File: src/rtl/arp_pkg.sv
// Shared types and constants for the ARP neighbour resolver.
`timescale 1ns / 1ps
package arp_pkg;
	localparam logic [1:0] OP_SEND = 2'd0;
	localparam logic [1:0] OP_RECV = 2'd1;
	localparam logic [1:0] OP_TICK = 2'd2;
	localparam logic [1:0] FT_IPV4 = 2'd0;
	localparam logic [1:0] FT_ARP = 2'd1;
	localparam logic [1:0] AO_REQ = 2'd0;
	localparam logic [1:0] AO_REP = 2'd1;
	localparam logic [2:0] K_IPV4 = 3'd0;
	localparam logic [2:0] K_AREQ = 3'd1;
	localparam logic [2:0] K_AREP = 3'd2;
	localparam logic [2:0] K_UP = 3'd3;
	localparam logic [2:0] K_NONE = 3'd4;
	localparam logic [2:0] K_DROP = 3'd5;
	localparam logic [1:0] REG_MAC = 2'd0;
	localparam logic [1:0] REG_IP = 2'd1;
	localparam logic [1:0] REG_RTO = 2'd2;
	localparam logic [1:0] REG_MTO = 2'd3;
	localparam logic [15:0] RTO_RESET = 16'd5000;
	localparam logic [15:0] MTO_RESET = 16'd30000;
	localparam logic [47:0] MAC_BCAST = 48'hFFFF_FFFF_FFFF;
	localparam int MAX_OUT = 8;

	// controller -> datapath commands
	typedef struct packed {
		logic start;     // latch input item and search tables
		logic decide;    // act on search results
		logic tick_step; // age one cache and one pending entry
		logic rel_step;  // emit one released handle
		logic rel_done;  // close the release
		logic out_load;  // present one result
	} arp_cmd_t;

	// datapath -> controller status
	typedef struct packed {
		logic tick_done;
		logic rel_more;
		logic res_pending;
		logic res_last;
	} arp_sts_t;
endpackage

File: src/rtl/arp_ctrl.sv
// Controller sequencing lookup, ageing and release steps.
`timescale 1ns / 1ps
module arp_ctrl
	import arp_pkg::*;
(
	input  logic     clk,
	input  logic     arst_n,
	input  logic     in_valid,
	output logic     in_ready,
	input  logic     out_slot_free,
	input  logic [1:0] op_q_in,
	input  arp_sts_t sts,
	output arp_cmd_t cmd
);
	localparam logic [2:0] S_IDLE = 3'd0;
	localparam logic [2:0] S_LOOK = 3'd1;
	localparam logic [2:0] S_TICK = 3'd2;
	localparam logic [2:0] S_REL = 3'd3;
	localparam logic [2:0] S_EMIT = 3'd4;
	logic [2:0] state_q, state_d;

	always_comb begin
		state_d = state_q;
		cmd = '0;
		in_ready = 1'b0;
		unique case (state_q)
			S_IDLE: begin
				in_ready = 1'b1;
				if (in_valid) begin
					cmd.start = 1'b1;
					state_d = S_LOOK;
				end
			end
			S_LOOK: begin
				if (op_q_in == OP_TICK) begin
					state_d = S_TICK;
				end else begin
					cmd.decide = 1'b1;
					state_d = S_REL;
				end
			end
			S_TICK: begin
				cmd.tick_step = 1'b1;
				if (sts.tick_done) state_d = S_EMIT;
			end
			S_REL: begin
				if (sts.rel_more) begin
					if (out_slot_free) cmd.rel_step = 1'b1;
				end else begin
					cmd.rel_done = 1'b1;
					state_d = S_EMIT;
				end
			end
			S_EMIT: begin
				if (!sts.res_pending) state_d = S_IDLE;
				else if (out_slot_free) begin
					cmd.out_load = 1'b1;
					if (sts.res_last) state_d = S_IDLE;
				end
			end
			default: state_d = S_IDLE;
		endcase
	end

	always_ff @(posedge clk or negedge arst_n) begin
		if (!arst_n) state_q <= S_IDLE;
		else state_q <= state_d;
	end
endmodule

File: src/rtl/arp_dp.sv
// Datapath: cache, pending table, handle queues and result staging.
`timescale 1ns / 1ps
module arp_dp
	import arp_pkg::*;
#(
	parameter int CACHE_ENTRIES = 16,
	parameter int PENDING_ENTRIES = 8,
	parameter int QUEUE_DEPTH = 8,
	parameter int HANDLE_WIDTH = 16
) (
	input  logic clk,
	input  logic arst_n,
	input  arp_cmd_t cmd,
	output arp_sts_t sts,
	output logic [1:0] op_q_out,
	input  logic slot_free,
	input  logic [47:0] own_mac,
	input  logic [31:0] own_ip,
	input  logic [15:0] rto,
	input  logic [15:0] mto,
	input  logic [1:0] op,
	input  logic [31:0] next_hop_ip,
	input  logic [HANDLE_WIDTH-1:0] datagram_handle,
	input  logic [47:0] frame_dst_mac,
	input  logic [1:0] frame_type,
	input  logic parse_ok,
	input  logic [1:0] arp_opcode,
	input  logic [31:0] sender_ip,
	input  logic [47:0] sender_mac,
	input  logic [31:0] arp_target_ip_in,
	input  logic [15:0] elapsed_ms,
	// result slot
	output logic        res_valid,
	output logic [2:0]  res_kind,
	output logic [47:0] res_dst,
	output logic [31:0] res_tip,
	output logic [47:0] res_tmac,
	output logic [HANDLE_WIDTH-1:0] res_handle,
	output logic        res_last
);
	localparam int CW = (CACHE_ENTRIES > 1) ? $clog2(CACHE_ENTRIES) : 1;
	localparam int PW = (PENDING_ENTRIES > 1) ? $clog2(PENDING_ENTRIES) : 1;
	localparam int QN = PENDING_ENTRIES * QUEUE_DEPTH;
	localparam int QAW = (QN > 1) ? $clog2(QN) : 1;
	localparam int NW = $clog2(QUEUE_DEPTH + 1);
	localparam int RELMAX = (QUEUE_DEPTH < MAX_OUT) ? QUEUE_DEPTH : MAX_OUT;
	localparam int SW = (CW > PW) ? CW : PW;

	// tables
	logic [CACHE_ENTRIES-1:0] c_val_q;
	logic [31:0] c_ip_q [CACHE_ENTRIES];
	logic [47:0] c_mac_q [CACHE_ENTRIES];
	logic [15:0] c_age_q [CACHE_ENTRIES];
	logic [PENDING_ENTRIES-1:0] p_val_q, p_tmr_q;
	logic [31:0] p_ip_q [PENDING_ENTRIES];
	logic [15:0] p_age_q [PENDING_ENTRIES];
	logic [NW-1:0] p_cnt_q [PENDING_ENTRIES];
	logic [HANDLE_WIDTH-1:0] q_mem [QN];

	// latched item
	logic [1:0] op_q, ft_q, ao_q;
	logic [31:0] nip_q, sip_q, tip_q;
	logic [47:0] dmac_q, smac_q;
	logic [HANDLE_WIDTH-1:0] h_q;
	logic pok_q;
	logic [15:0] el_q;

	// pending results (up to two besides the release stream)
	logic r0_v_q, r1_v_q;
	logic [2:0] r0_k_q, r1_k_q;
	logic [47:0] r0_d_q, r0_m_q;
	logic [31:0] r0_t_q, r1_t_q;
	logic [HANDLE_WIDTH-1:0] r0_h_q, r1_h_q;
	logic any_q; // a result was already emitted, or a release is due, for this item

	// release / tick sweep
	logic [PW-1:0] rel_p_q;
	logic [NW-1:0] rel_n_q, rel_k_q;
	logic [47:0] rel_to_q;
	logic [SW:0] sw_q;

	assign op_q_out = op_q;

	// combinational search on latched keys
	logic ch, cf, ph, pf;
	logic [CW-1:0] ci, cfi;
	logic [PW-1:0] pi, pfi;
	logic [31:0] key;
	always_comb begin
		key = (op_q == OP_SEND) ? nip_q : sip_q;
		ch = 1'b0; cf = 1'b0; ci = '0; cfi = '0;
		for (int i = CACHE_ENTRIES - 1; i >= 0; i--) begin
			if (c_val_q[i] && c_ip_q[i] == key) begin ch = 1'b1; ci = CW'(i); end
			if (!c_val_q[i]) begin cf = 1'b1; cfi = CW'(i); end
		end
		ph = 1'b0; pf = 1'b0; pi = '0; pfi = '0;
		for (int i = PENDING_ENTRIES - 1; i >= 0; i--) begin
			if (p_val_q[i] && p_ip_q[i] == key) begin ph = 1'b1; pi = PW'(i); end
			if (!p_val_q[i]) begin pf = 1'b1; pfi = PW'(i); end
		end
	end

	logic for_us;
	assign for_us = (dmac_q == own_mac || dmac_q == MAC_BCAST) && pok_q;

	// queue addresses: slot base plus position
	logic [QAW-1:0] q_wr_hit, q_wr_new, q_rd;
	assign q_wr_hit = QAW'(pi) * QAW'(QUEUE_DEPTH) + QAW'(p_cnt_q[pi]);
	assign q_wr_new = QAW'(pfi) * QAW'(QUEUE_DEPTH);
	assign q_rd = QAW'(rel_p_q) * QAW'(QUEUE_DEPTH) + QAW'(rel_k_q);

	assign sts.rel_more = (rel_k_q < rel_n_q);
	assign sts.tick_done = (sw_q == (SW+1)'(((CACHE_ENTRIES > PENDING_ENTRIES)
		? CACHE_ENTRIES : PENDING_ENTRIES) - 1));
	assign sts.res_pending = r0_v_q || r1_v_q || !any_q;
	assign sts.res_last = r0_v_q ? !r1_v_q : 1'b1;

	logic [16:0] ca, pa;
	logic [CW-1:0] sc;
	logic [PW-1:0] sp;
	assign sc = sw_q[CW-1:0];
	assign sp = sw_q[PW-1:0];
	assign ca = {1'b0, c_age_q[sc]} + {1'b0, el_q};
	assign pa = {1'b0, p_age_q[sp]} + {1'b0, el_q};

	always_ff @(posedge clk) begin
		if (cmd.start) begin
			op_q <= op; ft_q <= frame_type; ao_q <= arp_opcode;
			nip_q <= next_hop_ip; sip_q <= sender_ip; tip_q <= arp_target_ip_in;
			dmac_q <= frame_dst_mac; smac_q <= sender_mac; h_q <= datagram_handle;
			pok_q <= parse_ok; el_q <= elapsed_ms;
		end
		if (cmd.decide && op_q == OP_SEND && !ch) begin
			if (ph && p_tmr_q[pi] && p_cnt_q[pi] < NW'(QUEUE_DEPTH))
				q_mem[q_wr_hit] <= h_q;
			else if (!ph && pf)
				q_mem[q_wr_new] <= h_q;
			// timer restarts only when a fresh request goes out
			if (ph && !p_tmr_q[pi]) p_age_q[pi] <= '0;
			else if (!ph && pf) begin p_age_q[pfi] <= '0; p_ip_q[pfi] <= nip_q; end
		end
		if (cmd.decide && op_q == OP_RECV && for_us && ft_q == FT_ARP && !ch && cf) begin
			c_ip_q[cfi] <= sip_q; c_mac_q[cfi] <= smac_q; c_age_q[cfi] <= '0;
		end
		if (cmd.decide) begin
			rel_to_q <= ch ? c_mac_q[ci] : smac_q;
			rel_p_q <= pi;
		end
		if (cmd.tick_step) begin
			if (sw_q < (SW+1)'(CACHE_ENTRIES) && c_val_q[sc] && ca < {1'b0, mto})
				c_age_q[sc] <= ca[15:0];
			if (sw_q < (SW+1)'(PENDING_ENTRIES) && p_val_q[sp] && p_tmr_q[sp]
				&& pa < {1'b0, rto})
				p_age_q[sp] <= pa[15:0];
		end
		if (cmd.rel_step) res_handle <= q_mem[q_rd];
		else if (cmd.out_load) res_handle <= r0_v_q ? r0_h_q : (r1_v_q ? r1_h_q : '0);
		if (cmd.rel_step) begin
			res_kind <= K_IPV4; res_dst <= rel_to_q; res_tip <= '0; res_tmac <= '0;
			res_last <= (rel_k_q + NW'(1) == rel_n_q);
		end else if (cmd.out_load) begin
			if (r0_v_q) begin
				res_kind <= r0_k_q; res_dst <= r0_d_q; res_tip <= r0_t_q;
				res_tmac <= r0_m_q; res_last <= !r1_v_q;
			end else if (r1_v_q) begin
				res_kind <= r1_k_q; res_dst <= '0; res_tip <= r1_t_q;
				res_tmac <= '0; res_last <= 1'b1;
			end else begin
				res_kind <= K_NONE; res_dst <= '0; res_tip <= '0;
				res_tmac <= '0; res_last <= 1'b1;
			end
		end
	end

	// control state
	always_ff @(posedge clk or negedge arst_n) begin
		if (!arst_n) begin
			c_val_q <= '0; p_val_q <= '0; p_tmr_q <= '0;
			for (int i = 0; i < PENDING_ENTRIES; i++) p_cnt_q[i] <= '0;
			r0_v_q <= 1'b0; r1_v_q <= 1'b0; any_q <= 1'b0;
			r0_k_q <= K_NONE; r1_k_q <= K_NONE;
			r0_d_q <= '0; r0_m_q <= '0; r0_t_q <= '0; r1_t_q <= '0;
			r0_h_q <= '0; r1_h_q <= '0;
			rel_n_q <= '0; rel_k_q <= '0; sw_q <= '0;
			res_valid <= 1'b0;
		end else begin
			// result held until taken
			res_valid <= cmd.rel_step || cmd.out_load || (res_valid && !slot_free);
			if (cmd.start) begin
				any_q <= 1'b0; sw_q <= '0;
				r0_v_q <= 1'b0; r1_v_q <= 1'b0;
				rel_n_q <= '0; rel_k_q <= '0;
			end
			if (cmd.rel_step) begin
				rel_k_q <= rel_k_q + NW'(1);
				any_q <= 1'b1;
			end
			if (cmd.rel_done && rel_n_q != '0) begin
				p_cnt_q[rel_p_q] <= '0;
				if (!p_tmr_q[rel_p_q]) p_val_q[rel_p_q] <= 1'b0;
			end
			if (cmd.out_load) begin
				any_q <= 1'b1;
				if (r0_v_q) r0_v_q <= 1'b0;
				else r1_v_q <= 1'b0;
			end
			if (cmd.tick_step) begin
				sw_q <= sw_q + (SW+1)'(1);
				if (sw_q < (SW+1)'(CACHE_ENTRIES) && c_val_q[sc] && ca >= {1'b0, mto})
					c_val_q[sc] <= 1'b0;
				if (sw_q < (SW+1)'(PENDING_ENTRIES) && p_val_q[sp] && p_tmr_q[sp]
					&& pa >= {1'b0, rto}) begin
					p_tmr_q[sp] <= 1'b0;
					if (p_cnt_q[sp] == '0) p_val_q[sp] <= 1'b0;
				end
			end
			if (cmd.decide) begin
				r0_d_q <= '0; r0_m_q <= '0; r0_t_q <= '0; r0_h_q <= '0;
				r1_t_q <= nip_q; r1_h_q <= h_q; r1_k_q <= K_DROP;
				unique case (op_q)
					OP_SEND: begin
						if (ch) begin
							r0_v_q <= 1'b1; r0_k_q <= K_IPV4;
							r0_d_q <= c_mac_q[ci]; r0_h_q <= h_q;
						end else if (ph && p_tmr_q[pi]) begin
							if (p_cnt_q[pi] < NW'(QUEUE_DEPTH)) begin
								p_cnt_q[pi] <= p_cnt_q[pi] + NW'(1);
								r0_v_q <= 1'b1; r0_k_q <= K_NONE;
							end else r1_v_q <= 1'b1;
						end else if (ph) begin
							r0_v_q <= 1'b1; r0_k_q <= K_AREQ; r0_d_q <= MAC_BCAST;
							r0_t_q <= nip_q; r1_v_q <= 1'b1;
							p_tmr_q[pi] <= 1'b1;
						end else if (!pf) begin
							r1_v_q <= 1'b1;
						end else begin
							r0_v_q <= 1'b1; r0_k_q <= K_AREQ; r0_d_q <= MAC_BCAST;
							r0_t_q <= nip_q;
							p_val_q[pfi] <= 1'b1; p_tmr_q[pfi] <= 1'b1;
							p_cnt_q[pfi] <= NW'(1);
						end
					end
					OP_RECV: begin
						if (for_us && ft_q == FT_IPV4) begin
							r0_v_q <= 1'b1; r0_k_q <= K_UP; r0_h_q <= h_q;
						end else if (for_us && ft_q == FT_ARP) begin
							if (!ch && cf) c_val_q[cfi] <= 1'b1;
							if (ao_q == AO_REQ && tip_q == own_ip) begin
								r0_v_q <= 1'b1; r0_k_q <= K_AREP; r0_d_q <= smac_q;
								r0_t_q <= sip_q; r0_m_q <= smac_q;
							end else if (ao_q == AO_REP && ph) begin
								rel_n_q <= (p_cnt_q[pi] > NW'(RELMAX))
									? NW'(RELMAX) : p_cnt_q[pi];
								if (p_cnt_q[pi] != '0) any_q <= 1'b1;
								else begin
									// empty queue: free the slot if its timer has stopped
									if (!p_tmr_q[pi]) p_val_q[pi] <= 1'b0;
								end
							end
						end
					end
					default: ;
				endcase
			end
		end
	end
endmodule

File: src/rtl/arp_neighbor_resolver_top.sv
// Top level of the ARP neighbour resolver.
// Flow: an item is latched, the cache and pending table are searched, then the
// outcome is acted on; a tick instead sweeps every cache and pending entry.
// A new item is taken only once every result of the last one has been presented:
// up to two for a send, one per released handle for a reply; out_ready stalls hold it.
// Reset (arst_n low, asynchronous): tables emptied, config and control registers to defaults.
`timescale 1ns / 1ps
module arp_neighbor_resolver_top
	import arp_pkg::*;
#(
	parameter int CACHE_ENTRIES = 16,
	parameter int PENDING_ENTRIES = 8,
	parameter int QUEUE_DEPTH = 8,
	parameter int HANDLE_WIDTH = 16
) (
	input  logic clk,
	input  logic arst_n,
	input  logic cfg_we,
	input  logic [1:0] cfg_index,
	input  logic [47:0] cfg_data,
	input  logic in_valid,
	output logic in_ready,
	input  logic [1:0] op,
	input  logic [31:0] next_hop_ip,
	input  logic [HANDLE_WIDTH-1:0] datagram_handle,
	input  logic [47:0] frame_dst_mac,
	input  logic [1:0] frame_type,
	input  logic parse_ok,
	input  logic [1:0] arp_opcode,
	input  logic [31:0] sender_ip,
	input  logic [47:0] sender_mac,
	input  logic [31:0] arp_target_ip_in,
	input  logic [15:0] elapsed_ms,
	output logic out_valid,
	input  logic out_ready,
	output logic [2:0] kind,
	output logic [47:0] dst_mac,
	output logic [31:0] out_target_ip,
	output logic [47:0] out_target_mac,
	output logic [HANDLE_WIDTH-1:0] out_handle,
	output logic last
);
	logic [47:0] own_mac_q;
	logic [31:0] own_ip_q;
	logic [15:0] rto_q, mto_q;

	// configuration registers
	always_ff @(posedge clk or negedge arst_n) begin
		if (!arst_n) begin
			own_mac_q <= '0; own_ip_q <= '0; rto_q <= RTO_RESET; mto_q <= MTO_RESET;
		end else if (cfg_we) begin
			unique case (cfg_index)
				REG_MAC: own_mac_q <= cfg_data;
				REG_IP:  own_ip_q <= cfg_data[31:0];
				REG_RTO: rto_q <= cfg_data[15:0];
				REG_MTO: mto_q <= cfg_data[15:0];
				default: ;
			endcase
		end
	end

	arp_cmd_t cmd;
	arp_sts_t sts;
	logic [1:0] op_q;
	logic res_valid, slot_free;

	// output slot frees when empty or being taken this cycle
	assign out_valid = res_valid;
	assign slot_free = !res_valid || out_ready;

	arp_ctrl u_ctrl (
		.clk(clk), .arst_n(arst_n), .in_valid(in_valid), .in_ready(in_ready),
		.out_slot_free(slot_free), .op_q_in(op_q), .sts(sts), .cmd(cmd)
	);

	arp_dp #(
		.CACHE_ENTRIES(CACHE_ENTRIES), .PENDING_ENTRIES(PENDING_ENTRIES),
		.QUEUE_DEPTH(QUEUE_DEPTH), .HANDLE_WIDTH(HANDLE_WIDTH)
	) u_dp (
		.clk(clk), .arst_n(arst_n), .cmd(cmd), .sts(sts), .op_q_out(op_q),
		.slot_free(slot_free),
		.own_mac(own_mac_q), .own_ip(own_ip_q), .rto(rto_q), .mto(mto_q),
		.op(op), .next_hop_ip(next_hop_ip), .datagram_handle(datagram_handle),
		.frame_dst_mac(frame_dst_mac), .frame_type(frame_type), .parse_ok(parse_ok),
		.arp_opcode(arp_opcode), .sender_ip(sender_ip), .sender_mac(sender_mac),
		.arp_target_ip_in(arp_target_ip_in), .elapsed_ms(elapsed_ms),
		.res_valid(res_valid), .res_kind(kind), .res_dst(dst_mac),
		.res_tip(out_target_ip), .res_tmac(out_target_mac),
		.res_handle(out_handle), .res_last(last)
	);

	// in_ready is low after every accepted item, so no two items are taken back to back
	a_busy: assert property (@(posedge clk) disable iff (!arst_n)
		(in_valid && in_ready) |=> !in_ready)
		else $error("input taken twice in a row");
	a_kind: assert property (@(posedge clk) disable iff (!arst_n)
		out_valid |-> (kind <= K_DROP))
		else $error("bad result kind");
	a_req: assert property (@(posedge clk) disable iff (!arst_n)
		(out_valid && kind == K_AREQ) |-> (dst_mac == MAC_BCAST))
		else $error("request not broadcast");
endmodule
File: config.mk
export PLATFORM = sky130hd
export DESIGN_NAME = arp_neighbor_resolver_top
export DESIGN_NICKNAME = d
export VERILOG_FILES = /design/src/rtl/arp_pkg.sv /design/src/rtl/arp_ctrl.sv /design/src/rtl/arp_dp.sv /design/src/rtl/arp_neighbor_resolver_top.sv
export SDC_FILE = /design/constraint.sdc
export NUM_CORES = 2
export LEC_CHECK = 0
export BUFFER_PORTS_ARGS = -buffer_cell sky130_fd_sc_hd__buf_2
export CORE_MARGIN = 2
export CORE_UTILIZATION = 39
export CTS_CLUSTER_DIAMETER = 150
export DETAILED_ROUTE_END_ITERATION = 10
export REMOVE_ABC_BUFFERS = 1
export SYNTH_ARGS = -nofsm -noshare
export SYNTH_HDL_FRONTEND = slang
export SYNTH_SLANG_ARGS = --single-unit
File: constraint.sdc
create_clock -name clk -period 9 [get_ports clk]
set_clock_uncertainty 0.2 [all_clocks]
set_input_delay 1.8 -clock clk [delete_from_list [all_inputs] [get_ports clk]]
set_output_delay 1.8 -clock clk [all_outputs]
set_load 0.01 [all_outputs]
==> results.cfg <==
[cells_and_area]
stdcell_count = 18700
n_fill_cell = 37800
seq_area_mm2 = 0.110
finish.utilization = 0.450
area_growth_pct = 14.9
multiInputGateArea_mm2 = 0.0523
layout-drive-gt1-share = 0.176
fin_area_mm2 = 0.191
mostFrequentLayoutCells = edfxtp_1, nand2_1, a21oi_1, nor2_1, buf_4
final_net_count = 13000
final_common_cell = edfxtp_1

[routing]
viasPerCell = 6.19
wl_per_cell_um = 33.0
ant_nets = 0
routed_wl_mm = 617
vias = 116000
remaining_drc_errors = 1
drtPass1Iterations = 9
drt-initial-drc-count = 17300

[timing]
relSlewSlack = 0.0397
period_minus_slack_ps = 8510
fmax_ghz = 0.118
finalSetupViolCount = 0
rsz0062_at_grt = false
tightest_slew_ps = 1440
drv_slew = 0
finalCritPeriodShare = 0.945
worst_slack_ps = 494
hold_viol_final = 0
fin_tns_setup_ps = 0

[logic_synthesis]
ys_ff_latch = 3766
synth_cells = 12000
synth_top_area_share = 0.595
synth_cell_types = 122
yosys-top-cells-area = edfxtp_1, dfrtp_1, mux4_2
ys.flop_type = edfxtp_1
syn_area_per_cell_um2 = 13.8
yosysSeqAreaShare = 0.664
synth_edf_count = 3291
synth_top_area_cell = edfxtp_1
async_flop_share = 0.104
yosysWarnings = 0
syn_area_mm2 = 0.166

[cts]
clk_pin_slew_ps = 70
cts.sinks = 3766
cts_resized = 0
postCtsSetupBuffers = 0
cts_tree = built
cts_hold_buf = 0
max-clock-path-buffers = 4
cts_buffers = 404
h-tree-depth = 5
cts_root_buf = clkbuf_16
insertion_delay_ps = 1030

[pwr]
net-switching-power_mw = 16.3
p_leak_nw = 65.0
powerDensity_mw_per_mm2 = 262
p_comb_frac = 0.221
power_frac_clock = 0.343
seqPwrFrac = 0.437
sw_frac_of_total = 0.326
intPower_mw = 33.8
ir_worst_vdd_uv = 217

[outcome]
failed_checks = DRC
outcome = finished, violations left

[global_routing]
grt_pass1_wl_mm = 855
grt.overflow.total = 0
grt_start_max_net_pins = 165
grt_usage = 0.277
antenna_found_initial = 44
grt_pass1_vias = 110000

[floorplan]
dieArea_mm2 = 0.431
ios = 436
fp.coreArea_mm2 = 0.424
start_util = 0.392
fp.dieH_um = 657
num_rows = 239
die_x_um = 657

[placed_design]
dp_slack_ps = 755
place_inst = 17900
io_buffers = 435
gp_congestion = 1.02
place_area_mm2 = 0.177
hpwlAfterDp_mm = 401

[critical_path]
setup.worst_path.start_class = register
crit_path_end_kind = register
cp_top_family = compound AO/OA/AOI/OAI gates
crit_top_cell = a21oi_1
path_class = register to register
cpPeakStageDelay_ps = 920
path_max_fanout = 26
critPathBufInv = 2
required_ps = 9350
arrival_ps = 8860
slowest_stage = nor2_2

[worst_hold_path]
min_path_type = register to register

[flow_run]
max_cap_viol_count = 0
per-layer routing:
metal / global-route usage / wire length, um / vias up
met5: 0 / 106 / -
met4: 0.166 / 44800 / 18
met3: 0.0581 / 63900 / 1784
met2: 0.422 / 272000 / 7382
met1: 0.366 / 237000 / 58400
li1: - / - / 48100
Yosys cell counts, drive strengths merged (33+ instances only):
| library cell | number |
|---|---|
| edfxtp | 3291 |
| clkbuf | 450 |
| nor2b | 127 |
| dfrtp | 379 |
| buf | 285 |
| a31oi | 92 |
| o211ai | 138 |
| nand4 | 176 |
| a22o | 60 |
| o22ai | 72 |
| a22oi | 167 |
| and2 | 71 |
| mux2 | 158 |
| mux4 | 338 |
| inv | 253 |
| or3b | 39 |
| a311oi | 33 |
| or4 | 53 |
| nor3b | 38 |
| ha | 80 |
| xor2 | 152 |
| a2111oi | 47 |
| a21o | 51 |
| mux2i | 242 |
| o221ai | 44 |
| o21ai | 389 |
| a211o | 56 |
| a221oi | 74 |
| a21oi | 659 |
| dfxtp | 83 |
| nand2b | 140 |
| a211oi | 146 |
| nand3 | 272 |
| nand2 | 1154 |
| nor2 | 531 |
| xnor2 | 373 |
| and3 | 298 |
| nor3 | 106 |
| o22a | 35 |
| o2111ai | 67 |
| o21a | 43 |
| nor4 | 338 |
worst reg2reg max path, delay by kind of cell, from the launching register on:
kind / cells / cell delay [ps]
AO/OA/AOI/OAI: 17 / 3020
AND/OR/NAND/NOR: 7 / 2670
buffers and inverters: 2 / 810
adder cells (fa/ha/maj): 2 / 590
flip-flops: 1 / 560
XOR/XNOR: 1 / 170
sequential cells by signal, summed over array words and instances (netlist names), 48 cells and up:
register,cells
u_dp.q_mem,1024
u_dp.c_mac_q,768
u_dp.c_ip_q,512
u_dp.c_age_q,256
u_dp.p_ip_q,256
u_dp.p_age_q,128
own_mac_q,48
u_dp.dmac_q,48
u_dp.r0_d_q,48
u_dp.r0_m_q,48
u_dp.rel_to_q,48
u_dp.res_dst,48
u_dp.res_tmac,48
u_dp.smac_q,48
final cells by class:
cell class,count,area share
clock inverters,247,0.0152
repair buffers,947,0.0347
well taps,5663,0.0371
flip-flops and latches,3766,0.578
clock buffers,504,0.0559
inverters,260,0.00518
diodes,37,0.000485
multi-input cells,7265,0.274
per-stage QoR:
step,hold slack [ps],total power [mW]
after detailed placement,241,32.9
after global routing,268,51.5
after floorplan,236,27.5
after global placement,238,32.8
final,247,50.1
after CTS,249,49.9
path summary, 6_finish.rpt:
| kind | cells after the start | to | slack (ps) | startpoint |
|---|---|---|---|---|
| hold / removal | 2 | u_dp.res_tmac[21]$_SDFFE_PP0P_ | 250 | u_dp.res_tmac[21]$_SDFFE_PP0P_ |
| setup reg to reg | 29 | u_dp.c_age_q[6][13]$_DFFE_PP_ | 490 | u_dp.sw_q[1]$_DFFE_PN0P_ |
| hold reg to reg | 2 | u_dp.res_tmac[21]$_SDFFE_PP0P_ | 250 | u_dp.res_tmac[21]$_SDFFE_PP0P_ |
| setup / recovery | 29 | u_dp.c_age_q[6][13]$_DFFE_PP_ | 490 | u_dp.sw_q[1]$_DFFE_PN0P_ |
| max in group asynchronous | 3 | u_dp.rel_k_q[1]$_DFFE_PN0P_ | 6050 | arst_n |
| min in group asynchronous | 1 | u_dp.r0_m_q[18]$_DFFE_PN0P_ | 630 | arst_n |
power groups by stage:
stage,combinational (mW),sequential [mW],clock (mW)
floorplan,5.27,22.2,0
detailed placement,10.7,22.2,0
finish,11.0,21.9,17.2
CTS,10.7,21.9,17.4
global route,11.5,22.0,18.0
global placement,10.6,22.2,0
kinds of logic after synthesis:
group | after synthesis | synth area share
DFF | 3766 | 0.664
and+or+nand+nor | 3541 | 0.109
AOI/OAI and AO/OA | 2379 | 0.0964
buffers and inverters | 995 | 0.0253
muxes | 738 | 0.0711
xor gates and xnor gates | 525 | 0.0277
adders and majority gates | 82 | 0.00627
Note: power is estimated with default switching activity, not from simulation.
